### config.mk
export PLATFORM = sky130hd
export DESIGN_NAME = calendar_date_add_core
export DESIGN_NICKNAME = d
export VERILOG_FILES = /design/src/hdl/cda_pkg.sv /design/src/hdl/cda_front.sv /design/src/hdl/cda_queue.sv /design/src/hdl/cda_back.sv /design/src/hdl/calendar_date_add_core.sv
export VERILOG_INCLUDE_DIRS = /design/src /design/src/hdl
export SDC_FILE = /design/constraint.sdc
export NUM_CORES = 1
export LEC_CHECK = 0
export ABC_AREA = 1
export BUFFER_PORTS_ARGS = -buffer_cell sky130_fd_sc_hd__clkbuf_2
export CAP_MARGIN = 20
export CORE_MARGIN = 4
export CORE_UTILIZATION = 60
export DETAILED_ROUTE_END_ITERATION = 7
export GPL_ROUTABILITY_DRIVEN = 0
export HOLD_SLACK_MARGIN = 0.1
export PLACE_DENSITY = 0.74
export SLEW_MARGIN = 0
export SYNTH_ARGS = -nofsm -noshare
export SYNTH_HDL_FRONTEND = slang
export SYNTH_SLANG_ARGS = --single-unit
### constraint.sdc
create_clock -name clk -period 15.15 [get_ports clk]
set_input_delay 3.03 -clock clk [delete_from_list [all_inputs] [get_ports clk]]
set_output_delay 3.03 -clock clk [all_outputs]
set_load 0.1 [all_outputs]
### src/hdl/assert_macros.svh
// Assertion macros shared by the date adder modules.
// Depends on nothing; included by the files that assert.
`ifndef ASSERT_MACROS_SVH
`define ASSERT_MACROS_SVH

// expr holds at every clock edge out of reset
`define ASSERT_ALWAYS(lbl, clk, rst_n, expr, msg) \
	lbl: assert property (@(posedge clk) disable iff (!rst_n) (expr)) else $error(msg);

// post holds in the cycle where pre holds
`define ASSERT_IMPLY(lbl, clk, rst_n, pre, post, msg) \
	lbl: assert property (@(posedge clk) disable iff (!rst_n) (pre) |-> (post)) else $error(msg);

// post holds in the cycle after pre
`define ASSERT_NEXT(lbl, clk, rst_n, pre, post, msg) \
	lbl: assert property (@(posedge clk) disable iff (!rst_n) (pre) |=> (post)) else $error(msg);

`endif

### src/hdl/cda_pkg.sv
// Package of the calendar date adder: widths, codes, item type and
// Gregorian calendar helper functions. Depends on nothing.
package cda_pkg;

	localparam int YEAR_SPAN  = 128;
	localparam int BASE_YEAR  = 2000;
	localparam int LIMIT_YEAR = BASE_YEAR + YEAR_SPAN;
	localparam int N_CENT     = (YEAR_SPAN - 1) / 100 + 1;

	localparam int OP_W   = 2;
	localparam int DAY_W  = 5;
	localparam int MON_W  = 4;
	localparam int YEAR_W = 12;
	localparam int AMT_W  = 16;
	localparam int STAT_W = 2;

	localparam int T_W        = 19;
	localparam int IDX_W      = AMT_W + 1;
	localparam int QUO_W      = 13;
	localparam int NY_W       = AMT_W + 1;
	localparam int DIV3_MUL   = 43691;
	localparam int DIV3_SHIFT = 17;
	localparam int PROD_W     = IDX_W - 2 + 16;

	localparam int Q_DEPTH = 2;
	localparam int Q_AW    = (Q_DEPTH > 1) ? $clog2(Q_DEPTH) : 1;
	localparam int Q_CW    = $clog2(Q_DEPTH + 1);

	localparam logic [OP_W-1:0] OP_DAYS   = 2'd0;
	localparam logic [OP_W-1:0] OP_WEEKS  = 2'd1;
	localparam logic [OP_W-1:0] OP_MONTHS = 2'd2;
	localparam logic [OP_W-1:0] OP_YEARS  = 2'd3;

	localparam logic [1:0] KIND_BAD    = 2'd0;
	localparam logic [1:0] KIND_DAYS   = 2'd1;
	localparam logic [1:0] KIND_MONTHS = 2'd2;
	localparam logic [1:0] KIND_YEARS  = 2'd3;

	localparam logic [STAT_W-1:0] STAT_OK       = 2'd0;
	localparam logic [STAT_W-1:0] STAT_BAD_DATE = 2'd1;
	localparam logic [STAT_W-1:0] STAT_SPAN     = 2'd2;

	localparam logic [MON_W-1:0] MON_JAN = 4'd1;
	localparam logic [MON_W-1:0] MON_FEB = 4'd2;
	localparam logic [MON_W-1:0] MON_DEC = 4'd12;

	typedef struct packed {
		logic [1:0]        kind;
		logic [DAY_W-1:0]  day;
		logic [MON_W-1:0]  month;
		logic [YEAR_W-1:0] year;
		logic [T_W-1:0]    amt;
	} cda_item_t;

	// valid for years from BASE_YEAR below LIMIT_YEAR
	function automatic logic leap_year(input logic [YEAR_W-1:0] y);
		logic cent;
		cent = 1'b0;
		for (int k = 0; k < N_CENT; k++) begin
			if (y == YEAR_W'(BASE_YEAR + 100 * k))
				cent = 1'b1;
		end
		return (y[1:0] == 2'd0) && (!cent || (y[3:0] == 4'd0));
	endfunction

	function automatic logic [DAY_W-1:0] days_in_month(input logic leap,
		input logic [MON_W-1:0] m);
		logic [DAY_W-1:0] n;
		case (m) inside
			4'd4, 4'd6, 4'd9, 4'd11: n = 5'd30;
			MON_FEB:                 n = leap ? 5'd29 : 5'd28;
			default:                 n = 5'd31;
		endcase
		return n;
	endfunction

	function automatic logic [T_W-1:0] days_in_year(input logic leap);
		return leap ? T_W'(366) : T_W'(365);
	endfunction

endpackage

### src/hdl/cda_front.sv
// Front part of the date adder: validates the start date and classifies
// each item for the back part. Depends on cda_pkg.
module cda_front (
	input  logic                      push,
	input  logic                      q_full,
	input  logic [cda_pkg::OP_W-1:0]  op,
	input  logic [cda_pkg::DAY_W-1:0] from_day,
	input  logic [cda_pkg::MON_W-1:0] from_month,
	input  logic [cda_pkg::YEAR_W-1:0] from_year,
	input  logic [cda_pkg::AMT_W-1:0] amount,
	output logic                      q_wr,
	output cda_pkg::cda_item_t        q_item
);
	import cda_pkg::*;

	logic             date_ok;
	logic [DAY_W-1:0] mlen;
	logic [T_W-1:0]   amt_ext;

	assign mlen    = days_in_month(leap_year(from_year), from_month);
	assign date_ok = (from_month >= MON_JAN) && (from_month <= MON_DEC) &&
		(from_day != '0) && (from_year >= YEAR_W'(BASE_YEAR)) &&
		(from_year < YEAR_W'(LIMIT_YEAR)) && (from_day <= mlen);
	assign amt_ext = T_W'(amount);

	always_comb begin
		q_item.day   = from_day;
		q_item.month = from_month;
		q_item.year  = from_year;
		q_item.amt   = amt_ext;
		q_item.kind  = KIND_BAD;
		if (date_ok) begin
			case (op)
				OP_DAYS:   q_item.kind = KIND_DAYS;
				OP_WEEKS: begin
					q_item.kind = KIND_DAYS;
					q_item.amt  = (amt_ext << 3) - amt_ext;
				end
				OP_MONTHS: q_item.kind = KIND_MONTHS;
				default:   q_item.kind = KIND_YEARS;
			endcase
		end
	end

	assign q_wr = push && !q_full;

endmodule

### src/hdl/cda_queue.sv
// Short queue of classified items between front and back part.
// Depends on cda_pkg and assert_macros.svh.
`include "assert_macros.svh"
module cda_queue (
	input  logic               clk,
	input  logic               arst_n,
	input  logic               wr,
	input  cda_pkg::cda_item_t wr_item,
	output logic               full,
	input  logic               rd,
	output cda_pkg::cda_item_t rd_item,
	output logic               empty
);
	import cda_pkg::*;

	cda_item_t        mem_q [Q_DEPTH];
	logic [Q_AW-1:0]  wptr_q;
	logic [Q_AW-1:0]  rptr_q;
	logic [Q_CW-1:0]  count_q;
	logic             do_wr;
	logic             do_rd;

	assign full    = (count_q == Q_CW'(Q_DEPTH));
	assign empty   = (count_q == '0);
	assign do_wr   = wr && !full;
	assign do_rd   = rd && !empty;
	assign rd_item = mem_q[rptr_q];

	always_ff @(posedge clk) begin
		if (do_wr)
			mem_q[wptr_q] <= wr_item;
	end

	always_ff @(posedge clk or negedge arst_n) begin
		if (!arst_n) begin
			wptr_q  <= '0;
			rptr_q  <= '0;
			count_q <= '0;
		end else begin
			if (do_wr)
				wptr_q <= (wptr_q == Q_AW'(Q_DEPTH - 1)) ? '0 : wptr_q + 1'b1;
			if (do_rd)
				rptr_q <= (rptr_q == Q_AW'(Q_DEPTH - 1)) ? '0 : rptr_q + 1'b1;
			if (do_wr && !do_rd)
				count_q <= count_q + 1'b1;
			else if (do_rd && !do_wr)
				count_q <= count_q - 1'b1;
		end
	end

	`ASSERT_ALWAYS(a_count_bound, clk, arst_n, count_q <= Q_CW'(Q_DEPTH), "queue overfilled")
	`ASSERT_NEXT(a_count_up, clk, arst_n, do_wr && !do_rd, count_q == $past(count_q) + 1'b1, "queue count lost a write")

endmodule

### src/hdl/cda_back.sv
// Back part of the date adder: walks month and year lengths or divides
// month counts, clamps the day and holds the result. Depends on cda_pkg
// and assert_macros.svh.
`include "assert_macros.svh"
module cda_back (
	input  logic                        clk,
	input  logic                        arst_n,
	input  logic                        q_empty,
	input  cda_pkg::cda_item_t          q_item,
	output logic                        q_rd,
	input  logic                        pop,
	output logic                        empty,
	output logic [cda_pkg::DAY_W-1:0]   result_day,
	output logic [cda_pkg::MON_W-1:0]   result_month,
	output logic [cda_pkg::YEAR_W-1:0]  result_year,
	output logic [cda_pkg::STAT_W-1:0]  status
);
	import cda_pkg::*;

	localparam logic [2:0] S_IDLE  = 3'd0;
	localparam logic [2:0] S_MSUM  = 3'd1;
	localparam logic [2:0] S_YWALK = 3'd2;
	localparam logic [2:0] S_MWALK = 3'd3;
	localparam logic [2:0] S_MDIV  = 3'd4;
	localparam logic [2:0] S_MREM  = 3'd5;
	localparam logic [2:0] S_CLAMP = 3'd6;
	localparam logic [2:0] S_DONE  = 3'd7;

	logic [2:0]         st_q;
	logic [2:0]         st_d;
	logic [T_W-1:0]     t_q;
	logic [YEAR_W-1:0]  year_q;
	logic [MON_W-1:0]   mon_q;
	logic [MON_W-1:0]   smon_q;
	logic [DAY_W-1:0]   day_q;
	logic               leap_q;
	logic [IDX_W-1:0]   idx_q;
	logic [QUO_W-1:0]   quo_q;
	logic [DAY_W-1:0]   rd_q;
	logic [MON_W-1:0]   rm_q;
	logic [YEAR_W-1:0]  ry_q;
	logic [STAT_W-1:0]  rs_q;
	logic               out_valid_q;
	logic [DAY_W-1:0]   od_q;
	logic [MON_W-1:0]   om_q;
	logic [YEAR_W-1:0]  oy_q;
	logic [STAT_W-1:0]  os_q;

	logic [T_W-1:0]     dim_cur;
	logic [T_W-1:0]     diy_cur;
	logic [PROD_W-1:0]  prod;
	logic [IDX_W-1:0]   quo12;
	logic [MON_W-1:0]   rem;
	logic [NY_W-1:0]    ny_m;
	logic [NY_W-1:0]    ny_y;
	logic [DAY_W-1:0]   clen;
	logic               ylimit;
	logic               out_free;
	logic               start;

	assign dim_cur  = T_W'(days_in_month(leap_q, mon_q));
	assign diy_cur  = days_in_year(leap_q);
	assign prod     = PROD_W'(idx_q[IDX_W-1:2]) * PROD_W'(DIV3_MUL);
	assign quo12    = (IDX_W'(quo_q) << 3) + (IDX_W'(quo_q) << 2);
	assign rem      = MON_W'(idx_q - quo12);
	assign ny_m     = NY_W'(year_q) + NY_W'(quo_q);
	assign ny_y     = NY_W'(q_item.year) + NY_W'(q_item.amt[AMT_W-1:0]);
	assign clen     = days_in_month(leap_year(year_q), mon_q);
	assign ylimit   = (year_q >= YEAR_W'(LIMIT_YEAR));
	assign out_free = !out_valid_q || pop;
	assign start    = (st_q == S_IDLE) && !q_empty;
	assign q_rd     = start;

	always_comb begin
		st_d = st_q;
		case (st_q)
			S_IDLE: begin
				if (!q_empty) begin
					case (q_item.kind)
						KIND_DAYS:   st_d = S_MSUM;
						KIND_MONTHS: st_d = S_MDIV;
						KIND_YEARS:  st_d = (ny_y >= NY_W'(LIMIT_YEAR)) ? S_DONE : S_CLAMP;
						default:     st_d = S_DONE;
					endcase
				end
			end
			S_MSUM:  if (mon_q >= smon_q) st_d = S_YWALK;
			S_YWALK: begin
				if (ylimit)
					st_d = S_DONE;
				else if (t_q < diy_cur)
					st_d = S_MWALK;
			end
			S_MWALK: if (mon_q >= MON_DEC || t_q < dim_cur) st_d = S_DONE;
			S_MDIV:  st_d = S_MREM;
			S_MREM:  st_d = (ny_m >= NY_W'(LIMIT_YEAR)) ? S_DONE : S_CLAMP;
			S_CLAMP: st_d = S_DONE;
			default: if (out_free) st_d = S_IDLE;
		endcase
	end

	always_ff @(posedge clk or negedge arst_n) begin
		if (!arst_n) begin
			st_q        <= S_IDLE;
			out_valid_q <= 1'b0;
		end else begin
			st_q <= st_d;
			if (st_q == S_DONE && out_free)
				out_valid_q <= 1'b1;
			else if (pop)
				out_valid_q <= 1'b0;
		end
	end

	always_ff @(posedge clk) begin
		case (st_q)
			S_IDLE: begin
				if (!q_empty) begin
					day_q <= q_item.day;
					case (q_item.kind)
						KIND_DAYS: begin
							year_q <= q_item.year;
							t_q    <= T_W'(q_item.day) - 1'b1 + q_item.amt;
							mon_q  <= MON_JAN;
							smon_q <= q_item.month;
							leap_q <= leap_year(q_item.year);
						end
						KIND_MONTHS: begin
							year_q <= q_item.year;
							idx_q <= IDX_W'(q_item.month) - 1'b1 + IDX_W'(q_item.amt[AMT_W-1:0]);
						end
						KIND_YEARS: begin
							year_q <= YEAR_W'(ny_y);
							mon_q  <= q_item.month;
							rd_q   <= '0;
							rm_q   <= '0;
							ry_q   <= '0;
							rs_q   <= STAT_SPAN;
						end
						default: begin
							rd_q <= '0;
							rm_q <= '0;
							ry_q <= '0;
							rs_q <= STAT_BAD_DATE;
						end
					endcase
				end
			end
			S_MSUM: begin
				if (mon_q < smon_q) begin
					t_q   <= t_q + dim_cur;
					mon_q <= mon_q + 1'b1;
				end
			end
			S_YWALK: begin
				if (ylimit) begin
					rd_q <= '0;
					rm_q <= '0;
					ry_q <= '0;
					rs_q <= STAT_SPAN;
				end else if (t_q >= diy_cur) begin
					t_q    <= t_q - diy_cur;
					year_q <= year_q + 1'b1;
					leap_q <= leap_year(year_q + 1'b1);
				end else begin
					mon_q <= MON_JAN;
				end
			end
			S_MWALK: begin
				if (mon_q < MON_DEC && t_q >= dim_cur) begin
					t_q   <= t_q - dim_cur;
					mon_q <= mon_q + 1'b1;
				end else begin
					rd_q <= DAY_W'(t_q + 1'b1);
					rm_q <= mon_q;
					ry_q <= year_q;
					rs_q <= STAT_OK;
				end
			end
			S_MDIV: quo_q <= QUO_W'(prod >> DIV3_SHIFT);
			S_MREM: begin
				year_q <= YEAR_W'(ny_m);
				mon_q  <= rem + 1'b1;
				rd_q   <= '0;
				rm_q   <= '0;
				ry_q   <= '0;
				rs_q   <= STAT_SPAN;
			end
			S_CLAMP: begin
				rd_q <= (day_q > clen) ? clen : day_q;
				rm_q <= mon_q;
				ry_q <= year_q;
				rs_q <= STAT_OK;
			end
			default: begin
				if (out_free) begin
					od_q <= rd_q;
					om_q <= rm_q;
					oy_q <= ry_q;
					os_q <= rs_q;
				end
			end
		endcase
	end

	assign empty        = !out_valid_q;
	assign result_day   = od_q;
	assign result_month = om_q;
	assign result_year  = oy_q;
	assign status       = os_q;

	`ASSERT_IMPLY(a_err_zero, clk, arst_n, out_valid_q && os_q != STAT_OK, od_q == '0 && om_q == '0 && oy_q == '0, "error result carries a date")
	`ASSERT_IMPLY(a_ok_date, clk, arst_n, out_valid_q && os_q == STAT_OK, od_q != '0 && om_q >= MON_JAN && om_q <= MON_DEC, "result date out of range")

endmodule

### src/hdl/calendar_date_add_core.sv
// Month units divide, take the remainder and clamp the day; year units clamp it;
// day and week units sum the months before the start, then walk years and months;
// invalid dates, and results found past the year span, skip the remaining steps.
// cda_back starts the next item only after its last result has moved to the output.
// Reset: arst_n clears queue pointers, back state and the result valid flag.
// Top level of the date adder; depends on cda_pkg, cda_front, cda_queue, cda_back.
module calendar_date_add_core (
	input  logic                        clk,
	input  logic                        arst_n,
	input  logic                        push,
	output logic                        full,
	input  logic [cda_pkg::OP_W-1:0]    op,
	input  logic [cda_pkg::DAY_W-1:0]   from_day,
	input  logic [cda_pkg::MON_W-1:0]   from_month,
	input  logic [cda_pkg::YEAR_W-1:0]  from_year,
	input  logic [cda_pkg::AMT_W-1:0]   amount,
	output logic                        empty,
	input  logic                        pop,
	output logic [cda_pkg::DAY_W-1:0]   result_day,
	output logic [cda_pkg::MON_W-1:0]   result_month,
	output logic [cda_pkg::YEAR_W-1:0]  result_year,
	output logic [cda_pkg::STAT_W-1:0]  status
);
	import cda_pkg::*;

	logic      q_wr;
	logic      q_rd;
	logic      q_empty;
	cda_item_t wr_item;
	cda_item_t rd_item;

	cda_front u_front (
		.push       (push),
		.q_full     (full),
		.op         (op),
		.from_day   (from_day),
		.from_month (from_month),
		.from_year  (from_year),
		.amount     (amount),
		.q_wr       (q_wr),
		.q_item     (wr_item)
	);

	cda_queue u_queue (
		.clk     (clk),
		.arst_n  (arst_n),
		.wr      (q_wr),
		.wr_item (wr_item),
		.full    (full),
		.rd      (q_rd),
		.rd_item (rd_item),
		.empty   (q_empty)
	);

	cda_back u_back (
		.clk          (clk),
		.arst_n       (arst_n),
		.q_empty      (q_empty),
		.q_item       (rd_item),
		.q_rd         (q_rd),
		.pop          (pop),
		.empty        (empty),
		.result_day   (result_day),
		.result_month (result_month),
		.result_year  (result_year),
		.status       (status)
	);

endmodule

==> results.md <==
Finish
- **most common cell after layout, fill and taps aside** sky130_fd_sc_hd__nand2_1
- **commonest cells after routing, fill and taps aside** 439 x sky130_fd_sc_hd__nand2_1, 341 x sky130_fd_sc_hd__inv_1, 206 x sky130_fd_sc_hd__ha_1, 205 x sky130_fd_sc_hd__edfxtp_1, 180 x sky130_fd_sc_hd__nor2_1
- **share of final-layout standard cells stronger than drive strength 1** 7.317%
- **diodes inserted** 0
- **Area Overhead vs Synth** 9.497%
- **filler-free cell count of the finished design** 2645
- **final-stage net count** 2551

Critical path
- **worst path buffer plus inverter count** 3
- **CP endpoint kind** flip-flop
- **kind of critical path** input pin to flip-flop
- **critical path data required time** 15410 ps
- **list of cells traversed by the critical path** clkbuf_2 > nor3_1 > nand3b_1 > o41ai_1 > a221oi_1 > ha_1 > a211oi_1 > a211oi_1 > nand2_1 > nor3_1 > buf_4 > inv_1 > a21oi_1 > o21ai_0 > o21ai_0
- **Worst path top cell family by delay** compound AO/OA/AOI/OAI gates
- **standard cell with the maximum stage delay on the critical path** sky130_fd_sc_hd__nor3_1
- **highest cell delay on the worst timing path** 490 ps
- **CP max FO** 22
- **worst path arrival time** 5940 ps
- **startpoint type of the worst setup path** input pin

Placed design
- **count of input and output buffers** 67
- **instance count after placement with tap cells included** 2600
- **Placement Setup Slack** 8951 ps
- **Post-DP HPWL** 35.71 mm

Clock tree
- **clock-pin slew on the worst setup and hold paths** 60 ps
- **Setup Buffers After CTS** 0
- **Max Buffers Root-to-Sink** 3
- **post_cts resized** 0
- **clock latency reported for the late side of the worst-skew pair** 540 ps
- **number of hold buffers added after CTS** 0
- **number of H-tree levels** 1
- **count of clock tree sinks** 213
- **TritonCTS Buffers** 24
- **CTS tree** yes
- **root buffer cell** sky130_fd_sc_hd__clkbuf_16

Floorplan
- **horizontal die dimension** 182.0 um
- **die area** 33130 sq um
- **die outline height** 182.0 um
- **# rows** 63
- **initial standard-cell utilization of the core** 61.14%
- **num ports** 68
- **core region area** 29720 sq um

STA
- **Slew @ Worst Pin** 1081 ps
- **unrepaired setup endpoints after global routing** false
- **final clock period utilization by the worst path** 37.48%
- **maximum frequency from static timing analysis** 176.1 MHz
- **final worst-path setup slack** 9472 ps
- **count of final setup violators** 0
- **clock skew** 18.93 ps
- **Worst slew margin** 27.69%
- **Final Hold Violating Endpoints** 0
- **Max Transition Viols Final** 0
- **setup total negative slack** 0 ps
- **Min Clock Period, post-route** 5678 ps

Synthesis
- **synthesis warning total** 0
- **number of synthesized register bits** 213
- **most common flop cell mapped by yosys** sky130_fd_sc_hd__edfxtp_1
- **Post-synth ARST share** 3.756%
- **post-synth net total** 2476
- **library cells used by synthesis** 60
- **mean instance size in the synthesized netlist** 8.404 sq um
- **sequential fraction of the synthesis area** 34.98%
- **area of the mapped netlist** 18170 sq um
- **number of synthesized flops with an enable pin** 205
- **post-synthesis cell count** 2162

Route
- **via count** 15.37k
- **DRT iter0 DRCs** 1445
- **total length of routed met3 wires** 3.571 mm
- **Routed met2 length** 21.77 mm
- **number of routed nets with antenna violations** 0
- **Pre-antenna DRT Iters** 5
- **DRC errors left** 0
- **wl on met1** 18.55 mm
- **detailed-route wire length per cell** 17.37 um
- **Routed WL** 45.94 mm
- **highest signal layer in the routed design** met4
- **mean number of vias per cell** 5.810

Global route
- **antenna violations before repair** 0
- **vias in the first global route** 15.23k
- **GRT Overall Usage** 27.61%
- **pin count of the biggest net entering global routing** 46
- **total congestion overflow** 0
- **wire length of the first global-routing pass** 74.78 mm

Outcome
- **run status** completed

Worst hold path
- **Hold Crit Class** flip-flop to flip-flop

Job
- **Maximum Capacitance Violations** 0

==> final cells by class <==
type / instances / area, sq um
clock buffer: 28 / 656.9
inverter: 348 / 1309
tap: 390 / 488.0
multi-input combinational: 1571 / 10390
clock inverter: 16 / 245.2
fill: 2421 / 9823
timing repair buffer: 79 / 445.4
sequential: 213 / 6356
==> worst paths after layout <==
check	to	cells past startpoint	startpoint	slack, ps
max	u_queue.mem_q[0][12]$_DFFE_PP_	15	from_year[8]	9470
min	u_back.result_year[5]$_DFFE_PP_	0	u_back.ry_q[5]$_SDFFCE_PN0P_	420
max reg2reg	u_back.quo_q[11]$_DFFE_PP_	18	u_back.idx_q[4]$_DFFE_PP_	9810
min reg2reg	u_back.result_year[5]$_DFFE_PP_	0	u_back.ry_q[5]$_SDFFCE_PN0P_	420
max in group asynchronous	u_back.st_q[2]$_DFFE_PN0P_	1	arst_n	12560
min in group asynchronous	u_queue.count_q[0]$_DFFE_PN0P_	1	arst_n	2360
==> worst reg2reg max path, delay by kind of cell (launching register included) <==
family                   cells  cell delay [ps]
adder cells (fa/ha/maj)      7             3230
AO/OA/AOI/OAI                6             1040
flip-flops                   1              500
buffers and inverters        4              250
XOR/XNOR                     1               90
==> kinds of logic (layout without fill, tap and decap cells) <==
kind of cell	Yosys count	count (layout)	share of synthesized area [%]
adders and majority gates	271	271	21.35
and+or+nand+nor	845	845	19.79
AOI/OAI and AO/OA	365	365	11.58
buffers and inverters	378	471	7.961
xor gates and xnor gates	89	89	4.290
muxes	1	1	0.05509
DFF	213	213	34.98
==> registers in the layout, summed over array words and instances, names as in the netlist, 3 cells and up <==
| register | count |
|---|---|
| u_queue.mem_q | 84 |
| u_back.t_q | 19 |
| u_back.idx_q | 17 |
| u_back.quo_q | 13 |
| u_back.result_year | 12 |
| u_back.ry_q | 12 |
| u_back.year_q | 12 |
| u_back.day_q | 5 |
| u_back.rd_q | 5 |
| u_back.result_day | 5 |
| u_back.mon_q | 4 |
| u_back.result_month | 4 |
| u_back.rm_q | 4 |
| u_back.smon_q | 4 |
| u_back.st_q | 3 |
==> synth_stat cells, types with 26 or more instances <==
cell                       number  area [sq um]
sky130_fd_sc_hd__nor3_1        26         130.1
sky130_fd_sc_hd__nor2_1       183         686.9
sky130_fd_sc_hd__ha_1         206          2577
sky130_fd_sc_hd__fa_1          65          1301
sky130_fd_sc_hd__edfxtp_1     205          6156
sky130_fd_sc_hd__nand3_1      113         565.5
sky130_fd_sc_hd__o21ai_0      132         660.6
sky130_fd_sc_hd__nand2_1      439          1648
sky130_fd_sc_hd__xor2_1        53         464.2
sky130_fd_sc_hd__a21oi_1      127         635.6
sky130_fd_sc_hd__nand4_1       38         237.7
sky130_fd_sc_hd__inv_1        341          1280
sky130_fd_sc_hd__xnor2_1       36         315.3
==> routing by layer <==
| layer | vias to the layer above | track usage [%] |
|---|---|---|
| met2 | 620 | 46.77 |
| met4 | 0 | 10.54 |
| li1 | 7459 | - |
| met5 | - | 0 |
| met1 | 7142 | 35.54 |
| met3 | 147 | 4.768 |
==> stage by stage <==
stage / hold WS, ps / area, sq um / util (%)
finish: 416.2 / 19890 / 66.94
global route: 425.7 / 19890 / 66.94
CTS: 416.8 / 19870 / 66.85
detailed placement: 404.5 / 18960 / 63.82
global placement: 402.6 / 18960 / 63.79
floorplan: 400.3 / 18170 / -
Power is not shown: default switching activity piles up to over one toggle a cycle in this logic, so the estimate is an artifact.
